--- config.mk ---
export PLATFORM = sky130hd
export DESIGN_NAME = oversampled_uart_with_rx_fifo_unit
export DESIGN_NICKNAME = d
export VERILOG_FILES = /design/src/sv/ouart_pkg.sv /design/src/sv/ouart_ram.sv /design/src/sv/oversampled_uart_with_rx_fifo_unit.sv
export SDC_FILE = /design/constraint.sdc
export NUM_CORES = 1
export LEC_CHECK = 0
export CORE_MARGIN = 10
export CORE_UTILIZATION = 60
export CTS_BUF_LIST = sky130_fd_sc_hd__clkbuf_16
export DETAILED_ROUTE_END_ITERATION = 10
export DONT_BUFFER_PORTS = 1
export PLACE_DENSITY = 0.76
export SYNTH_ARGS = -nofsm -noshare
export SYNTH_HDL_FRONTEND = slang
export SYNTH_SLANG_ARGS = --single-unit
--- constraint.sdc ---
create_clock -name clk -period 4.4 [get_ports clk]
set_input_delay 0.44 -clock clk [delete_from_list [all_inputs] [get_ports clk]]
set_output_delay 0.44 -clock clk [all_outputs]
set_load 0.1 [all_outputs]
--- src/sv/ouart_pkg.sv ---
package ouart_pkg;

  // request kinds carried in s_tuser
  typedef enum logic [1:0] {
    OP_TICK  = 2'd0,
    OP_WRITE = 2'd1,
    OP_READ  = 2'd2,
    OP_FLUSH = 2'd3
  } opcode_t;

  // configuration register indexes
  localparam logic [1:0] REG_RX_DATA_BITS  = 2'd0;
  localparam logic [1:0] REG_TX_FRAME_BITS = 2'd1;
  localparam logic [1:0] REG_DROP_BYTE     = 2'd2;

  localparam int CFG_INDEX_W = 2;
  localparam int CFG_DATA_W  = 8;

  // reset values of the configuration registers
  localparam logic [3:0] RX_DATA_BITS_RST  = 4'd8;
  localparam logic [3:0] TX_FRAME_BITS_RST = 4'd10;
  localparam logic [7:0] DROP_BYTE_RST     = 8'hC2;

  // tick counts at three times the baud rate
  localparam logic [1:0] TX_BIT_TICKS    = 2'd3;
  localparam logic [2:0] RX_BIT_TICKS    = 3'd3;
  localparam logic [2:0] RX_FIRST_TICKS  = 3'd4;
  localparam logic [3:0] RX_INDEX_MAX    = 4'd15;

  localparam int IN_DATA_W  = 16;
  localparam int OUT_DATA_W = 16;

endpackage

--- src/sv/ouart_ram.sv ---
module ouart_ram #(
  parameter int WIDTH = 8,
  parameter int DEPTH = 32
) (
  input  logic                     clk,
  input  logic                     we,
  input  logic [$clog2(DEPTH)-1:0] waddr,
  input  logic [WIDTH-1:0]         wdata,
  input  logic                     re,
  input  logic [$clog2(DEPTH)-1:0] raddr,
  output logic [WIDTH-1:0]         rdata
);

  logic [WIDTH-1:0] mem [DEPTH];

  always_ff @(posedge clk) begin
    if (we) begin
      mem[waddr] <= wdata;
    end
    if (re) begin
      rdata <= mem[raddr];
    end
  end

endmodule

--- src/sv/oversampled_uart_with_rx_fifo_unit.sv ---
// channel  | dir | handshake         | payload
// ---------+-----+-------------------+---------------------------------------------
// s        | in  | s_tvalid/s_tready | s_tuser opcode, s_tdata rx_pin, tx_byte
// m        | out | m_tvalid/m_tready | m_tdata tx_pin, rx_byte, flags
// cfg      | in  | cfg_we            | cfg_index, cfg_data
//
// one request is taken per cycle while no result is stalled; its result shows on m in the cycle after
// all request state updates happen at the accept edge; a read pulls the ring entry
// through the ram's registered read port at that same edge
// a stalled result holds the output register and s_tready drops until the
// result is taken; s_tready rises again in the cycle the result leaves
// rst is synchronous; ring contents are not cleared, only the pointers
module oversampled_uart_with_rx_fifo_unit #(
  parameter int FIFO_DEPTH = 32
) (
  input  logic                               clk,
  input  logic                               rst,
  input  logic                               s_tvalid,
  output logic                               s_tready,
  // [0] rx_pin, [8:1] tx_byte, [15:9] zero
  input  logic [ouart_pkg::IN_DATA_W-1:0]    s_tdata,
  // [1:0] opcode
  input  logic [1:0]                         s_tuser,
  output logic                               m_tvalid,
  input  logic                               m_tready,
  // [0] tx_pin, [8:1] rx_byte, [9] rx_valid, [10] tx_accepted,
  // [11] rx_available, [12] tx_busy, [15:13] zero
  output logic [ouart_pkg::OUT_DATA_W-1:0]   m_tdata,
  input  logic                               cfg_we,
  input  logic [ouart_pkg::CFG_INDEX_W-1:0]  cfg_index,
  input  logic [ouart_pkg::CFG_DATA_W-1:0]   cfg_data
);

  import ouart_pkg::*;

  localparam int PTR_W = $clog2(FIFO_DEPTH);
  localparam logic [PTR_W-1:0] PTR_LAST = PTR_W'(FIFO_DEPTH - 1);

  // configuration
  logic [3:0] rx_data_bits;
  logic [3:0] tx_frame_bits;
  logic [7:0] drop_byte;

  // ring pointers
  logic [PTR_W-1:0] wr_ptr, wr_ptr_next;
  logic [PTR_W-1:0] rd_ptr, rd_ptr_next;

  // transmitter
  logic [9:0] tx_shift, tx_shift_next;
  logic [1:0] tx_tick_count, tx_tick_count_next;
  logic [3:0] tx_bits_left, tx_bits_left_next;
  logic       tx_active, tx_active_next;
  logic       tx_line, tx_line_next;

  // receiver
  logic [7:0] rx_shift, rx_shift_next;
  logic [2:0] rx_tick_count, rx_tick_count_next;
  logic [3:0] rx_bit_index, rx_bit_index_next;
  logic       rx_active, rx_active_next;
  logic       rx_stop_wait, rx_stop_wait_next;

  // output register
  logic       out_tx_pin, out_rx_valid, out_tx_accepted, out_rx_available, out_tx_busy;
  logic       rx_valid_next, tx_accepted_next;
  logic [7:0] ram_rdata;

  logic       accept;
  opcode_t    op;
  logic       pin;
  logic [7:0] byte_in;
  logic       push;
  logic       pop;

  assign s_tready = !m_tvalid || m_tready;
  assign accept   = s_tvalid && s_tready;
  assign op       = opcode_t'(s_tuser);
  assign pin      = s_tdata[0];
  assign byte_in  = s_tdata[8:1];

  function automatic logic [PTR_W-1:0] ptr_inc(input logic [PTR_W-1:0] p);
    ptr_inc = (p == PTR_LAST) ? '0 : p + PTR_W'(1);
  endfunction

  // configuration writes, indexes past the list are ignored
  always_ff @(posedge clk) begin
    if (rst) begin
      rx_data_bits  <= RX_DATA_BITS_RST;
      tx_frame_bits <= TX_FRAME_BITS_RST;
      drop_byte     <= DROP_BYTE_RST;
    end else if (cfg_we) begin
      unique case (cfg_index)
        REG_RX_DATA_BITS:  rx_data_bits  <= cfg_data[3:0];
        REG_TX_FRAME_BITS: tx_frame_bits <= cfg_data[3:0];
        REG_DROP_BYTE:     drop_byte     <= cfg_data;
        default: ;
      endcase
    end
  end

  // next state for one request
  always_comb begin
    wr_ptr_next        = wr_ptr;
    rd_ptr_next        = rd_ptr;
    tx_shift_next      = tx_shift;
    tx_tick_count_next = tx_tick_count;
    tx_bits_left_next  = tx_bits_left;
    tx_active_next     = tx_active;
    tx_line_next       = tx_line;
    rx_shift_next      = rx_shift;
    rx_tick_count_next = rx_tick_count;
    rx_bit_index_next  = rx_bit_index;
    rx_active_next     = rx_active;
    rx_stop_wait_next  = rx_stop_wait;
    rx_valid_next      = 1'b0;
    tx_accepted_next   = 1'b0;
    push               = 1'b0;
    pop                = 1'b0;

    unique case (op)
      OP_TICK: begin
        // transmit side: one line bit every three ticks
        if (tx_active) begin
          if (tx_tick_count > 2'd1) begin
            tx_tick_count_next = tx_tick_count - 2'd1;
          end else begin
            tx_line_next       = tx_shift[0];
            tx_shift_next      = {1'b1, tx_shift[9:1]};
            tx_tick_count_next = TX_BIT_TICKS;
            if (tx_bits_left <= 4'd1) begin
              tx_bits_left_next = 4'd0;
              tx_active_next    = 1'b0;
            end else begin
              tx_bits_left_next = tx_bits_left - 4'd1;
            end
          end
        end

        // receive side
        if (rx_stop_wait) begin
          if (rx_tick_count > 3'd1) begin
            rx_tick_count_next = rx_tick_count - 3'd1;
          end else begin
            rx_tick_count_next = 3'd0;
            rx_stop_wait_next  = 1'b0;
            rx_active_next     = 1'b0;
            if (rx_shift != drop_byte) begin
              push        = 1'b1;
              wr_ptr_next = ptr_inc(wr_ptr);
            end
          end
        end else if (!rx_active) begin
          // hunting a low start bit
          if (!pin) begin
            rx_active_next     = 1'b1;
            rx_shift_next      = 8'd0;
            rx_tick_count_next = RX_FIRST_TICKS;
            rx_bit_index_next  = 4'd0;
          end
        end else if (rx_tick_count > 3'd1) begin
          rx_tick_count_next = rx_tick_count - 3'd1;
        end else begin
          rx_tick_count_next = RX_BIT_TICKS;
          // bits past the eighth are sampled but dropped
          if (pin && !rx_bit_index[3]) begin
            rx_shift_next[rx_bit_index[2:0]] = 1'b1;
          end
          if (rx_bit_index < RX_INDEX_MAX) begin
            rx_bit_index_next = rx_bit_index + 4'd1;
          end
          if (rx_bit_index_next >= rx_data_bits) begin
            rx_stop_wait_next = 1'b1;
          end
        end
      end
      OP_WRITE: begin
        if (!tx_active) begin
          tx_tick_count_next = TX_BIT_TICKS;
          tx_bits_left_next  = tx_frame_bits;
          tx_shift_next      = {1'b1, byte_in, 1'b0};
          tx_active_next     = 1'b1;
          tx_accepted_next   = 1'b1;
        end
      end
      OP_READ: begin
        if (rd_ptr != wr_ptr) begin
          pop           = 1'b1;
          rd_ptr_next   = ptr_inc(rd_ptr);
          rx_valid_next = 1'b1;
        end
      end
      OP_FLUSH: begin
        wr_ptr_next = '0;
        rd_ptr_next = '0;
      end
      default: ;
    endcase
  end

  always_ff @(posedge clk) begin
    if (rst) begin
      wr_ptr        <= '0;
      rd_ptr        <= '0;
      tx_shift      <= '0;
      tx_tick_count <= '0;
      tx_bits_left  <= '0;
      tx_active     <= 1'b0;
      tx_line       <= 1'b0;
      rx_shift      <= '0;
      rx_tick_count <= '0;
      rx_bit_index  <= '0;
      rx_active     <= 1'b0;
      rx_stop_wait  <= 1'b0;
    end else if (accept) begin
      wr_ptr        <= wr_ptr_next;
      rd_ptr        <= rd_ptr_next;
      tx_shift      <= tx_shift_next;
      tx_tick_count <= tx_tick_count_next;
      tx_bits_left  <= tx_bits_left_next;
      tx_active     <= tx_active_next;
      tx_line       <= tx_line_next;
      rx_shift      <= rx_shift_next;
      rx_tick_count <= rx_tick_count_next;
      rx_bit_index  <= rx_bit_index_next;
      rx_active     <= rx_active_next;
      rx_stop_wait  <= rx_stop_wait_next;
    end
  end

  // result register
  always_ff @(posedge clk) begin
    if (rst) begin
      m_tvalid <= 1'b0;
    end else if (accept) begin
      m_tvalid <= 1'b1;
    end else if (m_tready) begin
      m_tvalid <= 1'b0;
    end
  end

  always_ff @(posedge clk) begin
    if (accept) begin
      out_tx_pin       <= tx_line_next;
      out_rx_valid     <= rx_valid_next;
      out_tx_accepted  <= tx_accepted_next;
      out_rx_available <= (rd_ptr_next != wr_ptr_next);
      out_tx_busy      <= tx_active_next;
    end
  end

  // receive ring, read data lands beside the result register
  ouart_ram #(
    .WIDTH (8),
    .DEPTH (FIFO_DEPTH)
  ) u_ring (
    .clk   (clk),
    .we    (accept && push),
    .waddr (wr_ptr),
    .wdata (rx_shift),
    .re    (accept && pop),
    .raddr (rd_ptr),
    .rdata (ram_rdata)
  );

  assign m_tdata = {3'd0, out_tx_busy, out_rx_available, out_tx_accepted, out_rx_valid,
                    (out_rx_valid ? ram_rdata : 8'd0), out_tx_pin};

`ifndef NO_ASSERTIONS
  a_flags_exclusive: assert property (@(posedge clk) disable iff (rst)
    m_tvalid |-> !(out_rx_valid && out_tx_accepted))
    else $error("read and write flags both set");

  a_tx_idle_empty: assert property (@(posedge clk) disable iff (rst)
    !tx_active |-> (tx_bits_left == 4'd0))
    else $error("idle transmitter with bits left");

  a_stop_in_frame: assert property (@(posedge clk) disable iff (rst)
    rx_stop_wait |-> rx_active)
    else $error("stop wait outside a receive frame");

  a_flush_clears: assert property (@(posedge clk) disable iff (rst)
    (accept && (op == OP_FLUSH)) |=> ((wr_ptr == '0) && (rd_ptr == '0)))
    else $error("flush left pointers set");

  a_rx_count_range: assert property (@(posedge clk) disable iff (rst)
    rx_tick_count <= RX_FIRST_TICKS)
    else $error("receive tick count out of range");
`endif

endmodule
* Word-level counts from Yosys, hierarchy flattened *
Memory sizes are Yosys's and may differ from the RTL's. A register that Yosys moved wholly into a read port is not among the register bits.
Cells that the tools add are included.

storage, ports and cells
  register bits after elaboration = 67
  input port bits = 33
  memories = 1
  RAM bits = 256
  logic and storage cells = 145

memory list
  name        words  bits a word  read ports  clocked after memory_dff  wr ports  RTL line         RTL
  u_ring.mem  32     8            1           1                         1         ouart_ram.sv:14  logic [WIDTH-1:0] mem [DEPTH];

cells by class
  multiplexer cells = 68
  bitwise logic cells = 2
  $lt $le $gt $ge = 7
  add/sub/neg operators = 6
  reduce and logical (&&, ||, !) cells = 22
  equal/unequal tests = 18

operator list
  operator             number
  $mux 4               12
  $mux 8               5
  $mux 10              3
  $mux 5               6
  $mux 1               27
  $pmux 10 s2          1
  $pmux 5 s2           2
  $mux 3               5
  $add 5x1->5 const B  2
  $eq 5x5->1 const B   2
  $ne 2x2->1 const B   5
  $ne 5x5->1           2
  $reduce_and 5->1     2
  $ne 8x8->1           1
  $or 8x8->8           1
  $pmux 4 s2           1
  $reduce_and 2->1     4
  $eq 2x2->1 const B   3
  $mux 2               3
  $reduce_and 3->1     2
  $reduce_and 6->1     1
  $logic_and 1x1->1    5
  $add 4x1->4 const B  1
  $eq 2x1->1 const B   2
  other kinds (21)     25

* Depth between registers and ports, before layout *
  word-level depth = 11
  mapped depth = 11
  gate-level depth less buffers = 11

* By module *
From an unflattened synthesis, not the netlist that was laid out.

unflattened totals
  cell total of the unflattened synthesis = 851
  area, all modules = 13,765.7 sq um

modules (own cells, without submodules)
  module                              area an instance (sq um)  cells an instance  times used
  ouart_ram                           10,133.5                  417                1
  oversampled_uart_with_rx_fifo_unit  3,632.2                   434                1

* Worst setup path after synthesis *
No wires, ideal clock.

  kind = reg-to-reg
  from = register m_tvalid
  to = memory u_ring.mem[0][0], enable pin
  stages on the path, launching flop included = 7
  path buffers = 0
  arrival time = 2.760 ns
  slack = 1.270 ns
  clock period less this slack = 3.130 ns
  required time = 4.030 ns
  path through = dfxtp_1 -> nand2b_1 -> nand2_1 -> inv_2 -> and3_1 -> nand2_1 -> nor2_1

on the way
  word-level cells in the longest chain between the ends = 6

ends and longest elaborated chain
  what                          RTL line                                   RTL
  start, declared               oversampled_uart_with_rx_fifo_unit.sv:24   output logic m_tvalid,
  start signal, assigned        oversampled_uart_with_rx_fifo_unit.sv:232  m_tvalid <= 1'b0;
  start signal, assigned        oversampled_uart_with_rx_fifo_unit.sv:234  m_tvalid <= 1'b1;
  start signal, assigned        oversampled_uart_with_rx_fifo_unit.sv:236  m_tvalid <= 1'b0;
  $logic_not 1->1               oversampled_uart_with_rx_fifo_unit.sv:74   assign s_tready = !m_tvalid || m_tready;
  $logic_or 1x1->1              oversampled_uart_with_rx_fifo_unit.sv:74
  via s_tready                  oversampled_uart_with_rx_fifo_unit.sv:19   output logic s_tready,
  $logic_and 1x1->1             oversampled_uart_with_rx_fifo_unit.sv:75   assign accept = s_tvalid && s_tready;
  $logic_and 1x1->1             oversampled_uart_with_rx_fifo_unit.sv:256  .we (accept && push),
  $mux 1                        ouart_ram.sv:17                            if (we) begin
  $mux 1 (not written as such)  ouart_ram.sv:18                            mem[waddr] <= wdata;
  end, declared                 ouart_ram.sv:14

The timed path passes the listed nets, and every way through them passes these cells.

* Worst setup path after layout *
  from = register m_tvalid
  to = memory u_ring.mem[4][2], enable pin

on the way
  word-level cells in the longest chain between the ends = 6

ends and longest elaborated chain
  what                          RTL line
  $logic_not 1->1               oversampled_uart_with_rx_fifo_unit.sv:74
  $logic_or 1x1->1              oversampled_uart_with_rx_fifo_unit.sv:74
  $logic_and 1x1->1             oversampled_uart_with_rx_fifo_unit.sv:75
  $logic_and 1x1->1             oversampled_uart_with_rx_fifo_unit.sv:256
  $mux 1                        ouart_ram.sv:17
  $mux 1 (not written as such)  ouart_ram.sv:18

Every way passes these cells.

==> impl_metrics.py <==
metrics = {
    "detailed_routing": {
        "wl_per_cell_um": 23.7,
        "drt-total-wl_um": 27900,
        "vias_per_cell": 6.40,
        "drc": 0,
        "vias": 7540,
        "drtIter0Drc": 951,
        "final_antenna_net_count": 0,
        "firstDrtPassIters": 7,
    },
    "critical_path": {
        "criticalPathCategory": "reg -> reg",
        "crit_chain": "buf_4 > nand2b_1 > nand2_1 > inv_2 > and3_1 > nand2_1 > nor2_1",
        "start_kind": "register",
        "crit_top_cell": "nand2_1",
        "max_stage_delay_ps": 740,
        "slowest_stage": "nor2_1",
        "crit_arrival_ps": 3350,
        "end_kind": "register",
        "worstPathRequired_ps": 4540,
        "critPathTopFamily": "simple AND/OR/NAND/NOR gates",
        "crit_fanout": 23,
        "crit_buf_inv": 2,
    },
    "timing": {
        "layout_setup_ws_ps": 1180,
        "hold_viol_final": 0,
        "finalSetupViolations": 0,
        "timing.fmax_ghz": 0.311,
        "maxSlewViolCount": 0,
        "relSlewSlack": 0.149,
        "post-route-min-period_ps": 3220,
        "rsz0062_at_grt": "no",
        "finalClockSkew_ps": 14.3,
        "min_period_over_period": 0.731,
        "fin_tns_setup_ps": 0,
        "worst_slew_pin_slew_ps": 1270,
    },
    "job": {
        "drv_cap": 0,
    },
    "global_route": {
        "track_usage": 0.194,
        "grt_first_pass_wirelength_um": 43600,
        "grt_max_degree": 57,
        "antenna_found_initial": 0,
        "grt_pass1_vias": 7702,
        "grt-ovfl-total": 0,
    },
    "yosys": {
        "yosys_warnings": 0,
        "ys_seq_area_frac": 0.672,
        "ys.flop_type": "edfxtp_1",
        "yosysMostFrequentCell": "edfxtp_1",
        "synth_top_area_cell": "edfxtp_1",
        "synth-adder-area-share": 0.0189,
        "synth.distinct_cells": 50,
        "netlist_area_mm2": 0.0139,
        "synth_top_family_by_area": "multiplexers",
        "yosysTopAreaCellShare": 0.582,
        "syn_avg_cell_area_um2": 15.9,
        "ys_top_cells_by_count": "269 x edfxtp_1, 105 x nor2_1, 80 x mux4_2",
        "synthSimpleGateAreaFrac": 0.0669,
        "ys_ff_latch": 331,
        "synth_compound_area_frac": 0.0532,
        "syn_inst": 873,
        "synth.area.top_cells": "edfxtp_1 58%, mux4_2 13%, dfxtp_1 8.9%",
        "muxShareOfSynthArea": 0.150,
        "synth-async-reset-ratio": 0,
        "synth_xor_area_frac": 0.0126,
        "synth_edf_count": 269,
    },
    "cts": {
        "cts_tree": "built",
        "cts_setup_buffers": 0,
        "clock_sinks": 331,
        "cts_made_buffers": 34,
        "htree_num_levels": 2,
        "cts_buffer_depth": 3,
        "clock_latency_ps": 520,
        "cts_root_buf": "clkbuf_16",
        "clkTransAtPathRegs_ps": 60,
    },
    "power": {
        "internal_power_w": 0.00497,
        "peakVddDrop_mv": 0.342,
        "net-switching-power_w": 0.00133,
        "clock_power_share": 0.408,
        "switching_share": 0.212,
        "p_leak_nw": 4.85,
        "power.share.sequential": 0.545,
        "power_frac_comb": 0.047,
        "p_per_area_mw_per_mm2": 417,
    },
    "layout": {
        "drive_gt1_frac": 0.177,
        "finalNetCount": 928,
        "nFillCells": 1525,
        "syn2layout_area_growth_pct": 9.09,
        "diodes": 0,
    },
    "placed_design": {
        "post-place-ws_ps": 1220,
        "portBuffers": 0,
        "hpwl_um": 18100,
        "gp_congestion": 0.902,
    },
    "floorplanning": {
        "die_y_um": 172,
        "core.rowCount": 55,
        "die_w_um": 172,
        "dieArea_mm2": 0.0296,
        "ioPinCount": 51,
        "start_util": 0.611,
        "coreArea_mm2": 0.0227,
    },
    "outcome": {
        "status": "finished, final reports clean",
    },
    "min_path": {
        "worstHoldPathType": "in -> reg",
    },
}
-- power groups by stage --
stage | combinational, W | sequential [W] | clock (W)
after floorplan | 0.000282 | 0.00345 | 0
after global placement | 0.000273 | 0.00350 | 0
after detailed placement | 0.000285 | 0.00350 | 0
after CTS | 0.000295 | 0.00343 | 0.00263
after global routing | 0.000318 | 0.00344 | 0.00275
final | 0.000296 | 0.00343 | 0.00258
-- final timing paths --
path	start	end	slack, ps	cells past startpoint
worst min-delay path	rst	tx_frame_bits[1]	20	1
worst min register to register	tx_line	tx_line	470	2
worst max register to register	m_tvalid	u_ring.mem[4][2]	1180	7
worst max-delay path	m_tvalid	u_ring.mem[4][2]	1180	7
-- cell families (layout without fill, tap and decap cells) --
logic type / after synthesis / in the layout
mux: 107 / 107
compound gates: 112 / 112
simple gates: 202 / 202
flops: 331 / 331
other cells: 1 / 3
fa+ha+maj: 21 / 21
xor+xnor: 20 / 20
buf+inv: 79 / 97
-- registers in the layout, indices dropped and copies added (netlist names), 2 cells and up --
register and count:
drop_byte 8, rd_ptr 5, rx_bit_index 4, rx_data_bits 4
rx_shift 8, rx_tick_count 3, tx_bits_left 4, tx_frame_bits 4
tx_shift 10, tx_tick_count 2, u_ring.mem 256, u_ring.rdata 8
wr_ptr 5
-- cell usage in the layout, fill, tap and decap left out, drive strengths merged, types with 13 or more instances in the layout --
cell type | synthesis | layout
a21oi | 39 | 39
buf | 23 | 15
mux4 | 80 | 80
xor2 | 13 | 13
inv | 26 | 37
mux2i | 16 | 16
nor2 | 105 | 105
dfxtp | 62 | 62
nand3 | 13 | 13
edfxtp | 269 | 269
nand2 | 32 | 32
a211oi | 18 | 18
clkbuf | 30 | 35
ha | 21 | 21
-- final cells by class --
| type | count | area (um2) | area share |
|---|---|---|---|
| Tap cell | 285 | 357 | 0.0236 |
| Multi-Input combinational cell | 465 | 4210 | 0.278 |
| Inverter | 26 | 97.6 | 0.00645 |
| Timing Repair Buffer | 16 | 160 | 0.0106 |
| Clock inverter | 20 | 111 | 0.00736 |
| Clock buffer | 35 | 876 | 0.0579 |
| Sequential cell | 331 | 9320 | 0.616 |
-- stage by stage --
step / hold slack (ps) / power [W] / cell area, um2 / utilization / instances
6_report: 23.3 / 0.00631 / 15100 / 0.666 / 1178
3_3_place_gp: 436 / 0.00377 / 14100 / 0.621 / 1121
3_5_place_dp: 454 / 0.00378 / 14100 / 0.621 / 1121
5_1_grt: 10.1 / 0.00651 / 15100 / 0.666 / 1178
2_1_floorplan: 433 / 0.00374 / 13900 / - / 875
4_1_cts: 1.87 / 0.00636 / 15100 / 0.666 / 1178
-- metal layers --
layer,track usage,up-vias,part of all wire
met5,0,-,0
met1,0.258,3802,0.40
met3,0.0440,44,0.082
met4,0.0645,0,0.020
li1,-,3371,-
met2,0.311,323,0.49
-- timing repair --
action | in CTS | in global routing
hold endpoints to repair | 46 | 0
hold buffers | 2 | 0
resized for setup | 0 | 0
Power figures use the tool's default switching activity.
